## src/design/xsf_pkg.sv

```systemverilog
// ----------------------------------------------------------------------------
// xsf_pkg
// shared types and constants for the xor sprite framebuffer
// ----------------------------------------------------------------------------
package xsf_pkg;

   localparam int DISPLAY_WIDTH_DEF   = 64;
   localparam int DISPLAY_HEIGHT_DEF  = 32;
   localparam int MAX_SPRITE_ROWS_DEF = 16;

   localparam int SPRITE_BITS  = 8;
   localparam int ROW_PIXELS_W = 64;

   localparam logic [1:0] MODE_DRAW  = 2'd0;
   localparam logic [1:0] MODE_CLEAR = 2'd1;
   localparam logic [1:0] MODE_READ  = 2'd2;

   typedef struct packed {
      logic [1:0]             mode;
      logic [7:0]             x_pos;
      logic [7:0]             y_pos;
      logic [3:0]             row_index;
      logic [SPRITE_BITS-1:0] sprite_byte;
      logic                   last_row;
   } req_type;

   typedef struct packed {
      logic                    collision;
      logic [ROW_PIXELS_W-1:0] row_pixels;
   } rsp_type;

endpackage

```

## src/design/xsf_ram.sv

```systemverilog
// ----------------------------------------------------------------------------
// xsf_ram
// generic single-write single-read ram with registered read data
// ----------------------------------------------------------------------------
module xsf_ram #(
   parameter int WIDTH = 64,
   parameter int DEPTH = 32,
   parameter int AW    = (DEPTH > 1) ? $clog2(DEPTH) : 1
) (
   input  logic             clock,
   input  logic             wr_en,
   input  logic [AW-1:0]    wr_addr,
   input  logic [WIDTH-1:0] wr_data,
   input  logic             rd_en,
   input  logic [AW-1:0]    rd_addr,
   output logic [WIDTH-1:0] rd_data
);

   logic [WIDTH-1:0] mem_ff [DEPTH];
   logic [WIDTH-1:0] rd_data_ff;

   always_ff @(posedge clock) begin
      if (wr_en) begin
         mem_ff[wr_addr] <= wr_data;
      end
      if (rd_en) begin
         rd_data_ff <= mem_ff[rd_addr];
      end
   end

   assign rd_data = rd_data_ff;

endmodule

```

## src/design/xor_sprite_framebuffer.sv

```systemverilog
// ----------------------------------------------------------------------------
// xor_sprite_framebuffer
// one-bit-per-pixel display store with xor sprite drawing and collision flag
// ----------------------------------------------------------------------------
// usage:
//   a command is taken on the rising edge where start is high and busy is
//   low. req_data.mode selects draw of one sprite row, clear of the display
//   or read of one display row.
//   every command returns exactly one result: rsp_strobe is high for one
//   cycle with rsp_data, on the cycle right after the transfer; busy is high
//   in that cycle, so no new command is taken then. a command first reads
//   one display row of the frame ram; a draw then writes the row back,
//   while busy is high.
//   collision is set only on a draw with last_row set; row_pixels only on a
//   read of a row inside the display. other fields are zero.
//   clear drops all the per-row valid bits together; a row that is not
//   valid reads as zero, so no clearing pass is needed.
//   reset clears the valid bits, the collision flag and the control state.
//   the receiver cannot stall: each result is on the ports for one cycle.
// ----------------------------------------------------------------------------
module xor_sprite_framebuffer import xsf_pkg::*; #(
   parameter int DISPLAY_WIDTH   = DISPLAY_WIDTH_DEF,
   parameter int DISPLAY_HEIGHT  = DISPLAY_HEIGHT_DEF,
   parameter int MAX_SPRITE_ROWS = MAX_SPRITE_ROWS_DEF
) (
   input  logic    clock,
   input  logic    reset,
   input  logic    start,
   input  req_type req_data,
   output logic    busy,
   output logic    rsp_strobe,
   output rsp_type rsp_data
);

   localparam int ROW_AW = (DISPLAY_HEIGHT > 1) ? $clog2(DISPLAY_HEIGHT) : 1;

   localparam logic ST_IDLE = 1'b0;
   localparam logic ST_EXEC = 1'b1;

   logic                      state_ff, state_in;
   req_type                   req_ff;
   logic [ROW_AW-1:0]         addr_ff, addr_in;
   logic                      in_range_ff, in_range_in;
   logic [DISPLAY_HEIGHT-1:0] valid_ff, valid_in;
   logic                      seen_ff, seen_in;

   logic                      accept;
   logic                      exec;
   logic [8:0]                row_sum;
   logic                      draw_ok;
   logic                      read_ok;
   logic [SPRITE_BITS-1:0]    rev_bits;
   logic [DISPLAY_WIDTH-1:0]  mask;
   logic [DISPLAY_WIDTH-1:0]  rd_row;
   logic [DISPLAY_WIDTH-1:0]  old_row;
   logic                      hit;
   logic                      wr_en;

   assign busy   = (state_ff == ST_EXEC);
   assign exec   = (state_ff == ST_EXEC);
   assign accept = start && !busy;

   // address decode on the transfer
   assign row_sum = {1'b0, req_data.y_pos} + {5'b0, req_data.row_index};
   assign draw_ok = ({1'b0, req_data.row_index} < 5'(MAX_SPRITE_ROWS)) &&
                    (row_sum < 9'(DISPLAY_HEIGHT));
   assign read_ok = ({1'b0, req_data.y_pos} < 9'(DISPLAY_HEIGHT));

   always_comb begin
      unique case (req_data.mode)
         MODE_DRAW: begin
            addr_in     = row_sum[ROW_AW-1:0];
            in_range_in = draw_ok;
         end
         MODE_READ: begin
            addr_in     = req_data.y_pos[ROW_AW-1:0];
            in_range_in = read_ok;
         end
         default: begin
            addr_in     = row_sum[ROW_AW-1:0];
            in_range_in = 1'b0;
         end
      endcase
   end

   xsf_ram #(
      .WIDTH (DISPLAY_WIDTH),
      .DEPTH (DISPLAY_HEIGHT),
      .AW    (ROW_AW)
   ) u_frame_ram (
      .clock   (clock),
      .wr_en   (wr_en),
      .wr_addr (addr_ff),
      .wr_data (old_row ^ mask),
      .rd_en   (accept),
      .rd_addr (addr_in),
      .rd_data (rd_row)
   );

   // sprite row to display mask, bit 7 leftmost, clipped at the right edge
   always_comb begin
      for (int c = 0; c < SPRITE_BITS; c++) begin
         rev_bits[c] = req_ff.sprite_byte[SPRITE_BITS-1-c];
      end
   end

   assign mask    = DISPLAY_WIDTH'(rev_bits) << req_ff.x_pos;
   assign old_row = (in_range_ff && valid_ff[addr_ff]) ? rd_row : '0;
   assign hit     = |(old_row & mask);
   assign wr_en   = exec && (req_ff.mode == MODE_DRAW) && in_range_ff;

   always_comb begin
      valid_in = valid_ff;
      seen_in  = seen_ff;
      rsp_data = '0;
      if (wr_en) begin
         valid_in[addr_ff] = 1'b1;
      end
      if (exec) begin
         unique case (req_ff.mode)
            MODE_DRAW: begin
               if (req_ff.last_row) begin
                  rsp_data.collision = seen_ff || hit;
                  seen_in            = 1'b0;
               end else begin
                  seen_in = seen_ff || hit;
               end
            end
            MODE_CLEAR: begin
               valid_in = '0;
            end
            MODE_READ: begin
               if (in_range_ff) begin
                  rsp_data.row_pixels = ROW_PIXELS_W'(old_row);
               end
            end
            default: begin
            end
         endcase
      end
   end

   assign rsp_strobe = exec;

   always_comb begin
      unique case (state_ff)
         ST_IDLE: state_in = accept ? ST_EXEC : ST_IDLE;
         ST_EXEC: state_in = ST_IDLE;
         default: state_in = ST_IDLE;
      endcase
   end

   always_ff @(posedge clock) begin
      if (reset) begin
         state_ff <= ST_IDLE;
         valid_ff <= '0;
         seen_ff  <= 1'b0;
      end else begin
         state_ff <= state_in;
         valid_ff <= valid_in;
         seen_ff  <= seen_in;
      end
   end

   always_ff @(posedge clock) begin
      if (accept) begin
         req_ff      <= req_data;
         addr_ff     <= addr_in;
         in_range_ff <= in_range_in;
      end
   end

   // every transfer gives one result in the next cycle
   a_rsp_after_transfer : assert property (@(posedge clock) disable iff (reset)
      accept |=> rsp_strobe)
      else $error("no result after transfer");

   a_rsp_has_transfer : assert property (@(posedge clock) disable iff (reset)
      rsp_strobe |-> $past(accept))
      else $error("result without transfer");

   a_collision_on_last : assert property (@(posedge clock) disable iff (reset)
      (rsp_strobe && rsp_data.collision) |->
         (req_ff.mode == MODE_DRAW && req_ff.last_row))
      else $error("collision outside last draw row");

   a_pixels_on_read : assert property (@(posedge clock) disable iff (reset)
      (rsp_strobe && (rsp_data.row_pixels != '0)) |-> (req_ff.mode == MODE_READ))
      else $error("row pixels outside read");

   a_clear_drops_rows : assert property (@(posedge clock) disable iff (reset)
      (exec && req_ff.mode == MODE_CLEAR) |=> (valid_ff == '0))
      else $error("rows still valid after clear");

endmodule
```

## config.mk

```make
export PLATFORM = sky130hd
export DESIGN_NAME = xor_sprite_framebuffer
export DESIGN_NICKNAME = d
export VERILOG_FILES = /design/src/design/xsf_pkg.sv /design/src/design/xsf_ram.sv /design/src/design/xor_sprite_framebuffer.sv
export SDC_FILE = /design/constraint.sdc
export NUM_CORES = 2
export LEC_CHECK = 0
export BUFFER_PORTS_ARGS = -buffer_cell sky130_fd_sc_hd__buf_2
export CELL_PAD_IN_SITES_DETAIL_PLACEMENT = 0
export CELL_PAD_IN_SITES_GLOBAL_PLACEMENT = 1
export CORE_MARGIN = 2
export CORE_UTILIZATION = 30
export DETAILED_ROUTE_END_ITERATION = 10
export PLACE_DENSITY = 0.48
export SLEW_MARGIN = 10
export SYNTH_ARGS = -nofsm -noshare
export SYNTH_HDL_FRONTEND = slang
export SYNTH_HIERARCHICAL = 1
export SYNTH_SLANG_ARGS = --single-unit
```

## constraint.sdc

```tcl
create_clock -name clock -period 6.05 [get_ports clock]
set_clock_uncertainty 0.15 [all_clocks]
set_input_delay 0.605 -clock clock [delete_from_list [all_inputs] [get_ports clock]]
set_output_delay 0.605 -clock clock [all_outputs]
set_load 0.03 [all_outputs]
```

==> run summary <==
Total Wirelength - 280400 um
Status - finished clean
Final Hold Fails - 0
Sw Share - 23.14%
Clk_lat worst skew - 0.92 ns
CTS Sinks - 2171
Combinational power share - 8.5%
Worst Path Arrival - 5.07 ns
Seq cells post-synth - 2171
Sequential fraction of the synthesis area - 74.44%
Initial antenna violation count - 14
DRT antenna net count - 0
Die width - 542.9 um
Initial DRC Count - 4416
EDFF count, synth - 2137
Number of synthesis warnings - 6
Final net count - 4403
RD Place Congestion - 0.8154
Pwr/cell area - 330.7 nW/um2
Die Span Y - 542.9 um
Final setup TNS - 0 ns
Crit end category - output pin
CTS tree - yes
DR WL/cell - 33.91 um
Cell family with most CP delay - compound AO/OA/AOI/OAI gates
Synth area leaders - edfxtp_1 (74%), mux4_2 (16%), o22ai_1 (1.1%)
Hold WS - 0.09763 ns
CP startpoint kind - flop
Post-Syn Instances - 4064
CTS H-tree depth - 4
Vias in the first global route - 44.53k
Internal power - 25.58 mW
Pre-CTS setup slack - 0.3945 ns
Crit share post-route - 96.36%
P&R area growth vs syn - 15.51%
Pre-Repair DR Iteration Count - 7
Initial Util - 30.21%
Core box area - 288400 um2
GRT Total Usage - 18.87%
RSZ-0062 raised after global routing - false
Clock network power share - 41.3%
WS Path Type - reg -> out
Vias/cell - 5.353
Largest net degree at the start of global routing - 149
Tmin final - 5.830 ns
Post-route DRC - 0
Cts bufs inserted - 231
# rows - 197
Mean post-synth cell area - 21.44 um2
Synth async-reset ratio - 0%
Total of max-cap violations - 0
Max stage delay on crit path - 0.71 ns
Root buffer cell - clkbuf_16
I/O Buffers - 100
Netlist Area Pre-Place - 87120 um2
Fin. max-slew vios - 0
Gr ovfl total - 0
# setup viols final - 0
Slew @ Worst Pin - 1.210 ns
Worst path buffer plus inverter count - 1
Synth top area share - 73.66%
Distinct cell type count after synthesis - 65
Pleak - 28.87 nW
First-pass GRT wire length - 384400 um
Required @ worst endpoint - 5.29 ns
Crit-path slowest cell - edfxtp_1
Largest area contributor in the netlist - edfxtp_1
Die area - 294700 um2
Top cells by count, synth - edfxtp_1 (2137), mux4_2 (608), o22ai_1 (153), clkbuf_1 (144), nor2_1 (128)
Worst hold path class - in -> reg
Syn Nets - 4167
Clock Path Buffers - 4
Highest Clock Rate - 171.5 MHz
I/O Pins - 101
Switching pwr - 7.702 mW
Layout cells sized above 1 - 29.43%
DPL Wire Length - 152500 um
Crit path cell chain - mux4_2 -> a32o_1 -> a22oi_1 -> nor2_1 -> ha_1 -> nor4_1 -> nand4_1 -> nor4_2 -> a21oi_1 -> buf_2
CTS clk-pin slew, worst paths - 0.07 ns
Via count - 44.26k
Crit-path max FO - 18
Top-count cell post-synth - edfxtp_1
Slew Limit Headroom - 19.32%
Worst vdd ir - 234.3 uV
Synth Flop Type - edfxtp_1
Seq pwr share - 50.2%
Worst setup margin - 0.2204 ns
[through the flow]
stage	power (mW)	util, %	instance area [um2]	instances
2_1_floorplan	18.82	-	87120	4064
3_5_place_dp	19.87	32.30	93150	7819
6_report	33.28	34.89	100600	8269
5_1_grt	34.31	34.89	100600	8268
3_3_place_gp	19.88	32.30	93150	7819
4_1_cts	33.65	34.89	100600	8266
[per-layer routing]
metal | GRT usage, % | wire length (um) | part of all wire [%] | vias up
met5 | 0 | 16 | 0.0057 | -
met4 | 4.558 | 6411 | 2.3 | 2
met3 | 2.158 | 11570 | 4.1 | 335
met2 | 31.40 | 137200 | 49 | 1096
met1 | 26.37 | 125200 | 45 | 24960
li1 | - | - | - | 17870
[repair_timing]
action | 4_1_cts | 5_1_grt
hold endpoints to repair | 21 | 0
hold buffers | 20 | 0
endpoints found under the setup margin | 1 | 1
pin swaps | 0 | 0
buffers inserted | 9 | 0
gates cloned | 0 | 0
gates resized for setup | 2 | 1
[worst reg2reg max path, stage by stage, from the launching register on]
cell	delay (ns)
edfxtp_1	0.92
buf_4	0.40
nand3_1	0.68
nor2_4	0.34
buf_4	0.54
buf_4	0.63
[path summary, 6_finish.rpt]
check / from / slack [ns] / cells after the start / to
hold reg to reg: valid_ff[18]$_SDFF_PP0_ / 0.33 / 2 / valid_ff[18]$_SDFF_PP0_
setup reg to reg: addr_ff[0]$_DFFE_PP_ / 1.90 / 5 / u_frame_ram/mem_ff[19][8]$_DFFE_PP_
setup / recovery: req_ff[22]$_DFFE_PP_ / 0.22 / 10 / rsp_data[64]
hold / removal: start / 0.1 / 2 / u_frame_ram/rd_data[31]$_DFFE_PP_
[kinds of logic (layout without fill, tap and decap cells)]
kind of cell    Yosys count  after routing  share of synthesized area, %
fa+ha+maj                69             69                        0.9996
flops                  2171           2171                         74.44
mux                     747            747                         17.43
xor+xnor                  3              3                       0.03017
other cells               0              3                             0
simple gates            518            518                         3.520
buf+inv                 289            710                         1.598
compound gates          267            267                         1.979
[state kept, by name, indices dropped and copies added, names as in the netlist]
| register | count |
|---|---|
| u_frame_ram/rd_data | 64 |
| busy | 1 |
| req_ff | 19 |
| seen_ff | 1 |
| u_frame_ram/mem_ff | 2048 |
| in_range_ff | 1 |
| addr_ff | 5 |
| valid_ff | 32 |
[power by group through the flow]
stage               combinational [mW]  clock, mW  sequential, mW
floorplan                         1.95          0            16.9
global placement                  2.84          0            17.0
detailed placement                2.83          0            17.0
CTS                               2.88       14.1            16.7
global route                      2.99       14.6            16.7
finish                            2.81       13.8            16.7
[layout by cell type, fill, tap and decap left out, drive strengths merged, types with 9 or more instances in the layout]
| cell type | instances |
|---|---|
| edfxtp | 2137 |
| mux4 | 608 |
| clkbuf | 280 |
| buf | 263 |
| o22ai | 153 |
| nor2 | 128 |
| clkinv | 108 |
| mux2 | 82 |
| nand3b | 73 |
| nand3 | 70 |
| ha | 68 |
| nand4 | 66 |
| nand4b | 63 |
| mux2i | 57 |
| a21oi | 48 |
| dfxtp | 34 |
| nand2 | 25 |
| dlygate4sd3 | 20 |
| bufinv | 19 |
| nor4 | 19 |
| nor2b | 14 |
| a221oi | 13 |
| o21ai | 11 |
| inv | 11 |
| nor3 | 10 |
| nand2b | 9 |
| clkinvlp | 9 |
| nor3b | 9 |
[layout make-up]
class	instances	area [um2]
Fill cell	26850	187800
Sequential cell	2171	64850
Multi-Input combinational cell	1604	21230
Clock buffer	280	5984
Tap cell	3781	4731
Timing Repair Buffer	283	2613
Clock inverter	138	1184
Inverter	9	33.78
Antenna cell	3	7.507
Power figures use the tool's default switching activity.
